`src/rtl/dedup_max_priority_queue_assert.svh`:
```
// assertion macros for the keyed priority table
`ifndef DEDUP_MAX_PRIORITY_QUEUE_ASSERT_SVH
`define DEDUP_MAX_PRIORITY_QUEUE_ASSERT_SVH
`ifndef SYNTH
// same-cycle implication, checked outside reset
`define DMPQ_ASSERT_SAME(lbl, clk, rstn, ante, cons) \
    lbl: assert property (@(posedge clk) disable iff (!rstn) (ante) |-> (cons)) \
        else $error("dmpq assertion failed");
// next-cycle implication, checked outside reset
`define DMPQ_ASSERT_NEXT(lbl, clk, rstn, ante, cons) \
    lbl: assert property (@(posedge clk) disable iff (!rstn) (ante) |=> (cons)) \
        else $error("dmpq assertion failed");
`else
`define DMPQ_ASSERT_SAME(lbl, clk, rstn, ante, cons)
`define DMPQ_ASSERT_NEXT(lbl, clk, rstn, ante, cons)
`endif
`endif

```
`src/rtl/dmpq_pkg.sv`:
```
// shared types and constants for the keyed priority table
`timescale 1ns / 1ps
package dmpq_pkg;

    localparam int QUEUE_DEPTH = 16;
    localparam int IDX_W       = $clog2(QUEUE_DEPTH);
    localparam int CNT_W       = $clog2(QUEUE_DEPTH + 1);
    localparam int RM_W        = 5;

    // q8.8 value of -1.0
    localparam logic signed [15:0] REL_FLOOR = -16'sd256;

    localparam logic [2:0] OP_PUSH   = 3'd0;
    localparam logic [2:0] OP_POP    = 3'd1;
    localparam logic [2:0] OP_PEEK   = 3'd2;
    localparam logic [2:0] OP_EXPIRE = 3'd3;
    localparam logic [2:0] OP_CLEAR  = 3'd4;
    localparam logic [2:0] OP_TICK   = 3'd5;

    localparam logic [2:0] ST_INSERTED = 3'd0;
    localparam logic [2:0] ST_MERGED   = 3'd1;
    localparam logic [2:0] ST_FULL     = 3'd2;
    localparam logic [2:0] ST_NONE     = 3'd3;
    localparam logic [2:0] ST_DONE     = 3'd4;

    typedef enum logic [2:0] {
        CELL_IDLE,
        CELL_PUSH,
        CELL_DROP,
        CELL_EXPIRE,
        CELL_CLEAR
    } cell_op_t;

    typedef struct packed {
        logic               valid;
        logic [15:0]        key;
        logic signed [15:0] rel;
        logic [31:0]        birth;
    } slot_t;

    typedef struct packed {
        logic               found;
        logic signed [15:0] rel;
        logic [15:0]        key;
        logic [IDX_W-1:0]   idx;
    } tok_t;

    typedef struct packed {
        cell_op_t           op;
        logic [15:0]        key;
        logic signed [15:0] rel;
        logic [31:0]        time_now;
        logic [15:0]        expiry;
        logic [IDX_W-1:0]   drop_idx;
    } cell_cmd_t;

    function automatic logic [RM_W-1:0] fit_removed(input logic [CNT_W-1:0] cnt);
        logic [CNT_W+RM_W-1:0] wide;
        wide = {{RM_W{1'b0}}, cnt};
        return wide[RM_W-1:0];
    endfunction

endpackage

```
`src/rtl/dedup_max_priority_queue.sv`:
```
// keyed max-priority table built as a row of slot cells
// push, clear, tick, spare codes and remove-expired with expiry off pass the execute
// state and then the result state; pop and peek wait while the max token walks the row
// one cell per cycle; remove-expired squeezes out expired entries until none is left
// one item in flight: the next beat is taken the cycle after the result is loaded into
// the output register, and later while m_ready holds off
// reset (aresetn low, synchronous): table empty, time zero, expiry_ticks zero
`timescale 1ns / 1ps
`include "dedup_max_priority_queue_assert.svh"
module dedup_max_priority_queue (
    input  logic               aclk,
    input  logic               aresetn,
    // operation beats
    input  logic               s_valid,
    output logic               s_ready,
    input  logic [2:0]         s_op,
    input  logic [15:0]        s_action_key,
    input  logic signed [15:0] s_relevance,
    // result beats
    output logic               m_valid,
    input  logic               m_ready,
    output logic [2:0]         m_status,
    output logic [15:0]        m_out_key,
    output logic signed [15:0] m_out_relevance,
    output logic [4:0]         m_removed_count,
    // register port
    input  logic               psel,
    input  logic               penable,
    input  logic               pwrite,
    input  logic [2:0]         paddr,
    input  logic [31:0]        pwdata,
    output logic [31:0]        prdata,
    output logic               pready
);

    localparam int DEPTH = dmpq_pkg::QUEUE_DEPTH;
    localparam int IDX_W = dmpq_pkg::IDX_W;
    localparam int CNT_W = dmpq_pkg::CNT_W;
    localparam logic [IDX_W-1:0] SCAN_LAST = IDX_W'(DEPTH - 1);

    typedef enum logic [2:0] {
        ST_IDLE,
        ST_EXEC,
        ST_SCAN,
        ST_EXPIRE,
        ST_RESULT
    } state_t;

    state_t                state_reg;

    // captured operation
    logic [2:0]            op_reg;
    logic [15:0]           key_reg;
    logic signed [15:0]    rel_reg;

    // table bookkeeping
    logic [31:0]           time_reg;
    logic [15:0]           expiry_reg;
    logic [CNT_W-1:0]      count_reg;
    logic [IDX_W-1:0]      scan_cnt_reg;

    // pending result
    logic [2:0]            res_status_reg;
    logic [15:0]           res_key_reg;
    logic signed [15:0]    res_rel_reg;
    logic [CNT_W-1:0]      res_removed_reg;

    // output register
    logic                  m_valid_reg;
    logic [2:0]            m_status_reg;
    logic [15:0]           m_key_reg;
    logic signed [15:0]    m_rel_reg;
    logic [4:0]            m_removed_reg;

    // cell row wiring
    dmpq_pkg::cell_cmd_t   cmd;
    dmpq_pkg::slot_t       slots [DEPTH];
    dmpq_pkg::tok_t        toks  [DEPTH];
    logic [DEPTH:0]        flag_chain;
    logic [DEPTH-1:0]      valid_vec;
    dmpq_pkg::tok_t        tok_last;
    logic                  any_flag;
    logic                  cfg_write;

    localparam dmpq_pkg::slot_t HEAD_SLOT =
        '{valid: 1'b1, key: 16'd0, rel: 16'sd0, birth: 32'd0};
    localparam dmpq_pkg::slot_t TAIL_SLOT =
        '{valid: 1'b0, key: 16'd0, rel: 16'sd0, birth: 32'd0};
    localparam dmpq_pkg::tok_t TOK_INIT =
        '{found: 1'b0, rel: dmpq_pkg::REL_FLOOR, key: 16'd0, idx: '0};

    assign flag_chain[0] = 1'b0;
    assign tok_last      = toks[DEPTH-1];
    assign any_flag      = flag_chain[DEPTH];

    // row of cells; the left neighbor of cell 0 counts as occupied so a push
    // into an empty table lands there, the right neighbor of the last cell is empty
    for (genvar g = 0; g < DEPTH; g++) begin : g_cell
        dmpq_pkg::slot_t left_s;
        dmpq_pkg::slot_t right_s;
        dmpq_pkg::tok_t  tok_in_s;

        if (g == 0) begin : g_head
            assign left_s   = HEAD_SLOT;
            assign tok_in_s = TOK_INIT;
        end else begin : g_mid
            assign left_s   = slots[g-1];
            assign tok_in_s = toks[g-1];
        end

        if (g == DEPTH - 1) begin : g_tail
            assign right_s = TAIL_SLOT;
        end else begin : g_inner
            assign right_s = slots[g+1];
        end

        dmpq_cell u_cell (
            .aclk      (aclk),
            .aresetn   (aresetn),
            .cell_idx  (IDX_W'(g)),
            .cmd       (cmd),
            .left_slot (left_s),
            .right_slot(right_s),
            .flag_in   (flag_chain[g]),
            .flag_out  (flag_chain[g+1]),
            .tok_in    (tok_in_s),
            .tok_out   (toks[g]),
            .slot_out  (slots[g])
        );

        assign valid_vec[g] = slots[g].valid;
    end

    // command broadcast to every cell
    always_comb begin
        cmd.op       = dmpq_pkg::CELL_IDLE;
        cmd.key      = key_reg;
        cmd.rel      = rel_reg;
        cmd.time_now = time_reg;
        cmd.expiry   = expiry_reg;
        cmd.drop_idx = tok_last.idx;
        unique case (state_reg)
            ST_EXEC: begin
                if (op_reg == dmpq_pkg::OP_PUSH) begin
                    cmd.op = dmpq_pkg::CELL_PUSH;
                end else if (op_reg == dmpq_pkg::OP_CLEAR) begin
                    cmd.op = dmpq_pkg::CELL_CLEAR;
                end
            end
            ST_SCAN: begin
                // pop removes the winner in the cycle the token reaches the end
                if (scan_cnt_reg == SCAN_LAST && op_reg == dmpq_pkg::OP_POP
                        && tok_last.found) begin
                    cmd.op = dmpq_pkg::CELL_DROP;
                end
            end
            ST_EXPIRE: begin
                cmd.op = dmpq_pkg::CELL_EXPIRE;
            end
            default: begin
            end
        endcase
    end

    assign s_ready = (state_reg == ST_IDLE);

    // sequencer and output register
    always_ff @(posedge aclk) begin
        if (!aresetn) begin
            state_reg    <= ST_IDLE;
            count_reg    <= '0;
            time_reg     <= '0;
            scan_cnt_reg <= '0;
            m_valid_reg  <= 1'b0;
        end else begin
            // the result state reloads the output register itself
            if (m_ready && state_reg != ST_RESULT) begin
                m_valid_reg <= 1'b0;
            end
            unique case (state_reg)
                ST_IDLE: begin
                    if (s_valid) begin
                        op_reg    <= s_op;
                        key_reg   <= s_action_key;
                        rel_reg   <= s_relevance;
                        state_reg <= ST_EXEC;
                    end
                end
                ST_EXEC: begin
                    res_key_reg <= '0;
                    res_rel_reg <= '0;
                    unique case (op_reg)
                        dmpq_pkg::OP_PUSH: begin
                            res_removed_reg <= '0;
                            state_reg       <= ST_RESULT;
                            // flag chain reports a key match anywhere in the row
                            if (any_flag) begin
                                res_status_reg <= dmpq_pkg::ST_MERGED;
                            end else if (slots[DEPTH-1].valid) begin
                                res_status_reg <= dmpq_pkg::ST_FULL;
                            end else begin
                                res_status_reg <= dmpq_pkg::ST_INSERTED;
                                count_reg      <= count_reg + CNT_W'(1);
                            end
                        end
                        dmpq_pkg::OP_POP, dmpq_pkg::OP_PEEK: begin
                            res_removed_reg <= '0;
                            scan_cnt_reg    <= '0;
                            state_reg       <= ST_SCAN;
                        end
                        dmpq_pkg::OP_EXPIRE: begin
                            res_status_reg  <= dmpq_pkg::ST_DONE;
                            res_removed_reg <= '0;
                            // zero limit turns expiry off
                            if (expiry_reg != '0) begin
                                state_reg <= ST_EXPIRE;
                            end else begin
                                state_reg <= ST_RESULT;
                            end
                        end
                        dmpq_pkg::OP_CLEAR: begin
                            res_status_reg  <= dmpq_pkg::ST_DONE;
                            res_removed_reg <= count_reg;
                            count_reg       <= '0;
                            state_reg       <= ST_RESULT;
                        end
                        dmpq_pkg::OP_TICK: begin
                            res_status_reg  <= dmpq_pkg::ST_DONE;
                            res_removed_reg <= '0;
                            time_reg        <= time_reg + 32'd1;
                            state_reg       <= ST_RESULT;
                        end
                        default: begin
                            res_status_reg  <= dmpq_pkg::ST_DONE;
                            res_removed_reg <= '0;
                            state_reg       <= ST_RESULT;
                        end
                    endcase
                end
                ST_SCAN: begin
                    // the token has to pass every cell before the result is taken
                    scan_cnt_reg <= scan_cnt_reg + IDX_W'(1);
                    if (scan_cnt_reg == SCAN_LAST) begin
                        state_reg <= ST_RESULT;
                        if (tok_last.found) begin
                            res_status_reg <= dmpq_pkg::ST_DONE;
                            res_key_reg    <= tok_last.key;
                            res_rel_reg    <= tok_last.rel;
                            if (op_reg == dmpq_pkg::OP_POP) begin
                                count_reg <= count_reg - CNT_W'(1);
                            end
                        end else begin
                            res_status_reg <= dmpq_pkg::ST_NONE;
                        end
                    end
                end
                ST_EXPIRE: begin
                    // one expired slot squeezed out per cycle, first one first
                    if (any_flag) begin
                        count_reg       <= count_reg - CNT_W'(1);
                        res_removed_reg <= res_removed_reg + CNT_W'(1);
                    end else begin
                        state_reg <= ST_RESULT;
                    end
                end
                ST_RESULT: begin
                    if (!m_valid_reg || m_ready) begin
                        m_valid_reg   <= 1'b1;
                        m_status_reg  <= res_status_reg;
                        m_key_reg     <= res_key_reg;
                        m_rel_reg     <= res_rel_reg;
                        m_removed_reg <= dmpq_pkg::fit_removed(res_removed_reg);
                        state_reg     <= ST_IDLE;
                    end
                end
                default: begin
                    state_reg <= ST_IDLE;
                end
            endcase
        end
    end

    assign m_valid         = m_valid_reg;
    assign m_status        = m_status_reg;
    assign m_out_key       = m_key_reg;
    assign m_out_relevance = m_rel_reg;
    assign m_removed_count = m_removed_reg;

    // register port: expiry_ticks at byte address 0
    assign pready    = 1'b1;
    assign cfg_write = psel && penable && pwrite && !paddr[2];

    always_ff @(posedge aclk) begin
        if (!aresetn) begin
            expiry_reg <= '0;
        end else if (cfg_write) begin
            expiry_reg <= pwdata[15:0];
        end
    end

    assign prdata = paddr[2] ? 32'd0 : {16'd0, expiry_reg};

    // occupancy never exceeds the row
    `DMPQ_ASSERT_SAME(a_count_bound, aclk, aresetn, 1'b1, count_reg <= CNT_W'(DEPTH))
    // occupied slots form one block starting at slot 0
    `DMPQ_ASSERT_SAME(a_compact, aclk, aresetn, 1'b1, (valid_vec & (valid_vec + DEPTH'(1))) == '0)
    // fill counter agrees with the cells
    `DMPQ_ASSERT_SAME(a_count_match, aclk, aresetn, 1'b1, $countones(valid_vec) == int'(count_reg))
    // table holds still while the max token walks the row
    `DMPQ_ASSERT_SAME(a_scan_stable, aclk, aresetn, state_reg == ST_SCAN, $stable(valid_vec))
    // a released result shows up on the output next cycle
    `DMPQ_ASSERT_NEXT(a_result_out, aclk, aresetn, state_reg == ST_RESULT && (!m_valid_reg || m_ready), m_valid && state_reg == ST_IDLE)

endmodule

```
`src/rtl/dmpq_cell.sv`:
```
// one slot of the table with its match, expiry and max-search logic
`timescale 1ns / 1ps
module dmpq_cell (
    input  logic                          aclk,
    input  logic                          aresetn,
    input  logic [dmpq_pkg::IDX_W-1:0]    cell_idx,
    input  dmpq_pkg::cell_cmd_t           cmd,
    input  dmpq_pkg::slot_t               left_slot,
    input  dmpq_pkg::slot_t               right_slot,
    input  logic                          flag_in,
    output logic                          flag_out,
    input  dmpq_pkg::tok_t                tok_in,
    output dmpq_pkg::tok_t                tok_out,
    output dmpq_pkg::slot_t               slot_out
);

    dmpq_pkg::slot_t slot_reg;
    dmpq_pkg::slot_t slot_next;
    dmpq_pkg::tok_t  tok_reg;
    dmpq_pkg::tok_t  tok_next;
    logic            hit_key;
    logic            expired;
    logic            local_flag;
    logic [31:0]     age;

    assign hit_key = slot_reg.valid && (slot_reg.key == cmd.key);
    assign age     = cmd.time_now - slot_reg.birth;
    assign expired = slot_reg.valid && (age > {16'b0, cmd.expiry});

    // flag chain: first key match for push, first expired slot for expiry
    always_comb begin
        local_flag = 1'b0;
        if (cmd.op == dmpq_pkg::CELL_PUSH) begin
            local_flag = hit_key;
        end else if (cmd.op == dmpq_pkg::CELL_EXPIRE) begin
            local_flag = expired;
        end
    end
    assign flag_out = flag_in | local_flag;

    always_comb begin
        slot_next = slot_reg;
        unique case (cmd.op)
            dmpq_pkg::CELL_IDLE: begin
            end
            dmpq_pkg::CELL_PUSH: begin
                if (hit_key) begin
                    if (cmd.rel > slot_reg.rel) begin
                        slot_next.rel = cmd.rel;
                    end
                end else if (!slot_reg.valid && left_slot.valid && !flag_in) begin
                    slot_next.valid = 1'b1;
                    slot_next.key   = cmd.key;
                    slot_next.rel   = cmd.rel;
                    slot_next.birth = cmd.time_now;
                end
            end
            dmpq_pkg::CELL_DROP: begin
                if (cell_idx >= cmd.drop_idx) begin
                    slot_next = right_slot;
                end
            end
            dmpq_pkg::CELL_EXPIRE: begin
                if (flag_out) begin
                    slot_next = right_slot;
                end
            end
            dmpq_pkg::CELL_CLEAR: begin
                slot_next.valid = 1'b0;
            end
            default: begin
            end
        endcase
    end

    // running maximum, strictly greater keeps the earliest slot
    always_comb begin
        tok_next = tok_in;
        if (slot_reg.valid && (slot_reg.rel > tok_in.rel)) begin
            tok_next.found = 1'b1;
            tok_next.rel   = slot_reg.rel;
            tok_next.key   = slot_reg.key;
            tok_next.idx   = cell_idx;
        end
    end

    always_ff @(posedge aclk) begin
        if (!aresetn) begin
            slot_reg.valid <= 1'b0;
            tok_reg.found  <= 1'b0;
        end else begin
            slot_reg <= slot_next;
            tok_reg  <= tok_next;
        end
    end

    assign tok_out  = tok_reg;
    assign slot_out = slot_reg;

endmodule
```
`config.mk`:
```
export PLATFORM = sky130hd
export DESIGN_NAME = dedup_max_priority_queue
export DESIGN_NICKNAME = d
export VERILOG_FILES = /design/src/rtl/dmpq_pkg.sv /design/src/rtl/dedup_max_priority_queue.sv /design/src/rtl/dmpq_cell.sv
export VERILOG_INCLUDE_DIRS = /design/src /design/src/rtl
export SDC_FILE = /design/constraint.sdc
export NUM_CORES = 2
export LEC_CHECK = 0
export BUFFER_PORTS_ARGS = -buffer_cell sky130_fd_sc_hd__buf_4
export CORE_MARGIN = 10
export CORE_UTILIZATION = 59
export DETAILED_ROUTE_END_ITERATION = 8
export PLACE_DENSITY = 0.79
export SYNTH_ARGS = -nofsm -noshare
export SYNTH_HDL_FRONTEND = slang
export SYNTH_SLANG_ARGS = --single-unit
```
`constraint.sdc`:
```
create_clock -name aclk -period 10 [get_ports aclk]
set_input_delay 0.5 -clock aclk [delete_from_list [all_inputs] [get_ports aclk]]
set_output_delay 0.5 -clock aclk [all_outputs]
set_load 0.02 [all_outputs]
```
# Yosys cells after proc, flatten, opt, wreduce, memory -nomap -nowiden
# Cells that the tools add are included.
# totals
ff_bits	1808
latch_bits	0
mem_bits_rw	0
rom_bits	0
input_bits	77
output_inout_bits	75
elab_cells	799
n_memories	0
# classes
n_addsub	21
n_mul	0
div	0
magnitude_cmp	64
eq_ne	139
n_shift	0
n_mux	232
bitwise_logic	15
n_reduce_logical	183
# ops
op	count
64-bit case mux with 3 select lines	16
65-bit two-way mux	47
16-bit two-way mux	37
37-bit two-way mux	16
32-bit by 16-bit greater-than comparator with 1-bit output	16
32-bit two-way mux	16
32-bit subtractor	16
16-bit greater-than comparator	31
17-bit two-way mux	16
16-bit equality test	16
6-bit AND reduction	32
2-bit by 1-bit inequality test with 1-bit output, second input constant	48
1-bit logical AND	84
5-bit AND reduction	15
64-bit two-way mux	1
1-bit case mux with 4 select lines	16
16-bit case mux with 2 select lines	2
3-bit inequality test, second input constant	21
2-bit inequality test, second input constant	25
3-bit by 1-bit inequality test with 1-bit output, second input constant	15
5-bit two-way mux	8
1-bit two-way mux	35
32-bit by 1-bit adder with 32-bit output, second input constant	1
4-bit greater-or-equal comparator, first input constant	8
33 further kinds	116

# Longest topological paths before layout
# depth
depth_word	27
ltp_mapped	30

# Hierarchy
# Synthesis repeated with hierarchy kept, for this count alone.
# hier_totals
hier_cells	13587
area_unflattened_um2	137221.6
# by_module_without_submodules
module	n_inst	cells_each	area_each_um2
dmpq_cell at g_cell[0].u_cell ...	10	770	7996.4
dmpq_cell at g_cell[7].u_cell ...	3	945	8757.1
dmpq_cell at g_cell[12].u_cell	1	783	8036.5
dmpq_cell at g_cell[13].u_cell	1	887	7940.1
dmpq_cell at g_cell[6].u_cell	1	785	7885.1
dedup_max_priority_queue	1	597	7124.3

# Worst setup path after synthesis
# OpenSTA, ideal clock, no wires.
# synth_timing
path_type	register to register
startpoint	register time_reg[1]
endpoint	register g_cell[9].u_cell.slot_reg (netlist bit g_cell[9].u_cell.slot_out[0]) (enable)
arrival_time_ns	9.163
slack_ns	0.324
path_stages_with_launch	24
period_less_slack_ns	9.676
path_cell_list	dfxtp_1 -> ha_1 -> nor2b_1 -> o31a_1 -> o41ai_1 -> o31ai_1 -> a2111oi_2 -> nor2_1 -> xor2_1 -> ha_1 -> and3_1 -> nand4_1 -> a211oi_1 -> a2111oi_0 -> a21oi_1 -> nor3_1 -> nand4_1 -> a2111o_1 -> nor4_1 -> o22ai_1 -> nor4_2 -> buf_6 -> a31oi_1 -> nor3_1
# synth_via
elab_chain_cells	17
elab_cells_between_ends	64
cone_classes	10 x add/sub; 10 x order compare; 2 x eq/ne; 20 x mux; 9 x bitwise; 13 x reduce/logical
# synth_rtl
element	line_no	text
start: declaration	dedup_max_priority_queue.sv:57	logic [31:0] time_reg;
start signal: assignment	dedup_max_priority_queue.sv:230	time_reg <= time_reg + 32'd1;
32-bit subtractor	dmpq_cell.sv:27	assign age = cmd.time_now - slot_reg.birth;
32-bit by 16-bit greater-than comparator with 1-bit output	dmpq_cell.sv:28	assign expired = slot_reg.valid && (age > {16'b0, cmd.expiry});
1-bit logical AND	dmpq_cell.sv:28	
1-bit two-way mux	dmpq_cell.sv:35	end else if (cmd.op == dmpq_pkg::CELL_EXPIRE) begin
1-bit two-way mux	dmpq_cell.sv:33	if (cmd.op == dmpq_pkg::CELL_PUSH) begin
1-bit OR (8 in series)	dmpq_cell.sv:39	assign flag_out = flag_in | local_flag;
1-bit zero test	dmpq_cell.sv:51	end else if (!slot_reg.valid && left_slot.valid && !flag_in) begin
1-bit logical AND	dmpq_cell.sv:51	
2-bit by 1-bit inequality test with 1-bit output (no line)	-	
6-bit AND reduction (no line) (*)	-	
end signal: assignment	dmpq_cell.sv:92	slot_reg <= slot_next;
end: declaration	dmpq_cell.sv:17	dmpq_pkg::slot_t slot_reg;
# Mark *: on every way between the ends. The rest lies on a longest branch, timed or not.
# A chain may end at the register's enable or synchronous reset.

# Worst setup path after layout
# layout_timing
startpoint	register time_reg[0]
endpoint	register g_cell[15].u_cell.slot_reg (netlist bit g_cell[15].u_cell.slot_out[18]) (enable)
# layout_via
elab_chain_cells	23
elab_cells_between_ends	100
cone_classes	16 x add/sub; 16 x order compare; 2 x eq/ne; 32 x mux; 15 x bitwise; 19 x reduce/logical
# layout_rtl
element	line_no
32-bit subtractor	dmpq_cell.sv:27
32-bit by 16-bit greater-than comparator with 1-bit output	dmpq_cell.sv:28
1-bit logical AND	dmpq_cell.sv:28
1-bit two-way mux	dmpq_cell.sv:35
1-bit two-way mux	dmpq_cell.sv:33
1-bit OR (14 in series)	dmpq_cell.sv:39
1-bit zero test	dmpq_cell.sv:51
1-bit logical AND	dmpq_cell.sv:51
2-bit by 1-bit inequality test with 1-bit output (no line)	-
6-bit AND reduction (no line) (*)	-
end signal: assignment	dmpq_cell.sv:92
end: declaration	dmpq_cell.sv:17
# Marks and branches as above.

==> run metrics <==
status=finished, final reports clean; Residual DRC=0; CP max-delay cell=a22oi_1; CTS tree=yes; Top FF cell, synth=edfxtp_1; Synth cell types=105; # setup viols final=0; initial antenna violation count=14; Site Rows=167; final hold slack=just under 0.09 ns; setup repair after global routing missed its margin=no; DP HPWL=301000 um; worst vdd ir=between 0.00015 and 0.0002 V; crit-path max cell delay=approximately 0.58 ns; worst-margin pin slew=1.40 ns; clk_skew=0.0897 ns; Layout area overhead=9.61%; GR Overflow Total=0; placer's final routability congestion estimate=~0.99; Crit Reg-Reg Startpoint=time_reg[0]$_SDFFE_PN0P_; Final nets=approximately 14000; RR Endpoint=g_cell[15].u_cell.slot_out[18]$_SDFFCE_PN0P_; Post-Route WL=approximately 400000 um; Via Count=~100000; gr usage total=0.336; worst-case clock buffer depth=3; Core Region=0.207 mm^2; share of the synthesized area in the top cell type=0.416; synthesized area per cell=a little over 10 um^2; ANT nets after route=0; Synth area leader=edfxtp_1; endpoint class of the critical path=flop; Crit. Startpoint=time_reg[0]$_SDFFE_PN0P_; drt wl/cell=26.2 um; CP Max Fanout=between 40 and 50; Via-to-Cell Ratio=around 6.6; grt met3 use=0.0768; Worst slew margin=0.0645; layout cell share with drive strength beyond 1=0.0864; Initial Util=0.593; main area contributors after synthesis=edfxtp_1 (42%), ha_1 (13%), a21o_1 (7.4%); Power Total=roughly 18000 uW; PwrDens=about 130 mW/mm^2; Mapped Area=between 0.1 and 0.15 mm^2; Highest Clock Rate=around 0.11 GHz; Syn Inst Count=between 10000 and 15000; commonest non-fill, non-tap cell in the layout=edfxtp_1; Clock transition at path regs=0.06 ns; most used routing layer=met2; die area=roughly 0.23 mm^2; Reg2Reg Setup Slack=around 1 ns; Post-synth EDFFs=1700; CTS Root Cell=clkbuf_16; Period Utilization, post-route=0.899; worst hold path stage count=1; P_leak=between 0.06 and 0.07 uW; CP Launch Type=flop; most frequent cells in the layout=edfxtp_1 (1700), ha_1 (1253), a21o_1 (1210); Worst EP required=10.48 ns; Final Max Tran Viols=0; Ports=~150; clk sinks=~1800; vias in the first global route=about 97000; asr flop ratio synth=0; fillers=approximately 16000; CP Capture Point=g_cell[15].u_cell.slot_out[18]$_SDFFCE_PN0P_; largest net degree at the start of global routing=between 100 and 150; Post-CTS Setup Inserts=0; Iter 0 DRT Violations=about 12000; H-tree depth=4; Worst EP arrival=about 9.5 ns; Largest register FFs=~1000; Clk Latency, worst-skew pair=about 0.90 ns; GR Util met1=0.476; met2 usage=0.507; sequential area share after synthesis=0.431; Worst Reg-to-Reg Cells=31; first-pass iteration count of the detailed router=6; setup TNS=0 ns; post-layout min period=roughly 9.0 ns; TritonCTS buffer count=196; global-route wire length before repair=around 600000 um; Die Width=about 480 um; Seq cells post-synth=1793; Finished Core Util=0.650; Yosys warnings=0; critical setup path kind=flop to flop; final hold viol count=0; die height=476 um; total of max-cap violations=0; Hold WC Path Type=input pin to flop; port bufs=~120
[where the power goes]
group          switching (uW)  internal (uW)
Combinational            1090            699
Sequential                184           8620
Clock                    3310           4130
Total                    4580          13400
[worst max-delay path, delay by kind of cell (launching register included)]
family                     cells  cell delay (ns)
xor gates and xnor gates       1             0.17
buffers and inverters          4             0.92
AOI/OAI and AO/OA             13             3.78
DFF                            1             0.35
adders and majority gates      3             0.95
and+or+nand+nor               10             2.33
[final cells by class]
cell class	instances	area, um^2	share of cell area
diodes	12	30.0	0.000223
clock buffers	237	5140	0.0382
clock inverters	132	1410	0.0105
inverters	1174	4410	0.0328
multi-input cells	8681	63700	0.473
flip-flops and latches	1793	52900	0.393
well taps	2788	3490	0.0259
repair buffers	422	3500	0.0260
[what timing repair did]
item | in CTS | in global routing
resized for setup | 0 | 0
hold buffers | 53 | 0
hold endpoints to repair | 53 | 0
[worst min-delay path by stage]
stage                                   from                                 endpoint  slack (ns)
3_5_place_dp     res_status_reg[2]$_DFFE_PP_                    m_status[2]$_DFFE_PP_        0.41
6_report                             aresetn  g_cell[13].u_cell.tok_out[29]$_DFFE_PP_        0.09
5_1_grt                              aresetn  g_cell[13].u_cell.tok_out[29]$_DFFE_PP_        0.08
4_1_cts                              aresetn  g_cell[13].u_cell.tok_out[29]$_DFFE_PP_        0.03
3_3_place_gp   res_rel_reg[10]$_SDFFCE_PN0P_            m_out_relevance[10]$_DFFE_PP_        0.41
2_1_floorplan   res_key_reg[0]$_SDFFCE_PN0P_                   m_out_key[0]$_DFFE_PP_        0.40
[metal layers]
metal,wire length [um],share of wire
met5,227,0.00057
met4,14700,0.037
met3,47900,0.12
met2,172000,0.43
met1,165000,0.41
[Yosys cell counts (41+ instances only)]
| cell type | number |
|---|---|
| dfxtp_1 | 93 |
| o21bai_1 | 55 |
| nand4_1 | 259 |
| clkbuf_1 | 462 |
| nor2_1 | 540 |
| and3_1 | 79 |
| xnor2_1 | 321 |
| nor2b_1 | 228 |
| or3_1 | 46 |
| o31ai_1 | 41 |
| mux2i_1 | 45 |
| o21ai_0 | 682 |
| nand3_1 | 192 |
| nand2b_1 | 186 |
| nand2_1 | 789 |
| buf_2 | 45 |
| inv_1 | 1173 |
| o211ai_1 | 89 |
| a21oi_1 | 748 |
| o21a_1 | 138 |
| a21o_1 | 1210 |
| nor3_1 | 161 |
| ha_1 | 1253 |
| edfxtp_1 | 1700 |
| mux2_2 | 246 |
| nor4_1 | 107 |
| xor2_1 | 278 |
| a31oi_1 | 64 |
| a211oi_1 | 102 |
| and2_1 | 105 |
[stage by stage]
step           instances  instance area [um^2]  setup slack, ns
3_5_place_dp       14800                127000             1.35
3_3_place_gp       14800                127000             1.52
2_1_floorplan      12200                123000            0.324
6_report           15200                135000             1.01
4_1_cts            15200                135000             1.35
5_1_grt            15200                135000            0.810
[cells by family after synthesis]
kind of cell	after synthesis	share of synthesized area
flip-flops	1793	0.431
XOR/XNOR	599	0.0427
AO/OA/AOI/OAI	3615	0.197
buffers and inverters	1714	0.0535
adder cells (fa/ha/maj)	1269	0.130
AND/OR/NAND/NOR	2890	0.120
multiplexers	291	0.0262
other	2	0.0000612
No activity file was read; power rests on OpenSTA's default activity.
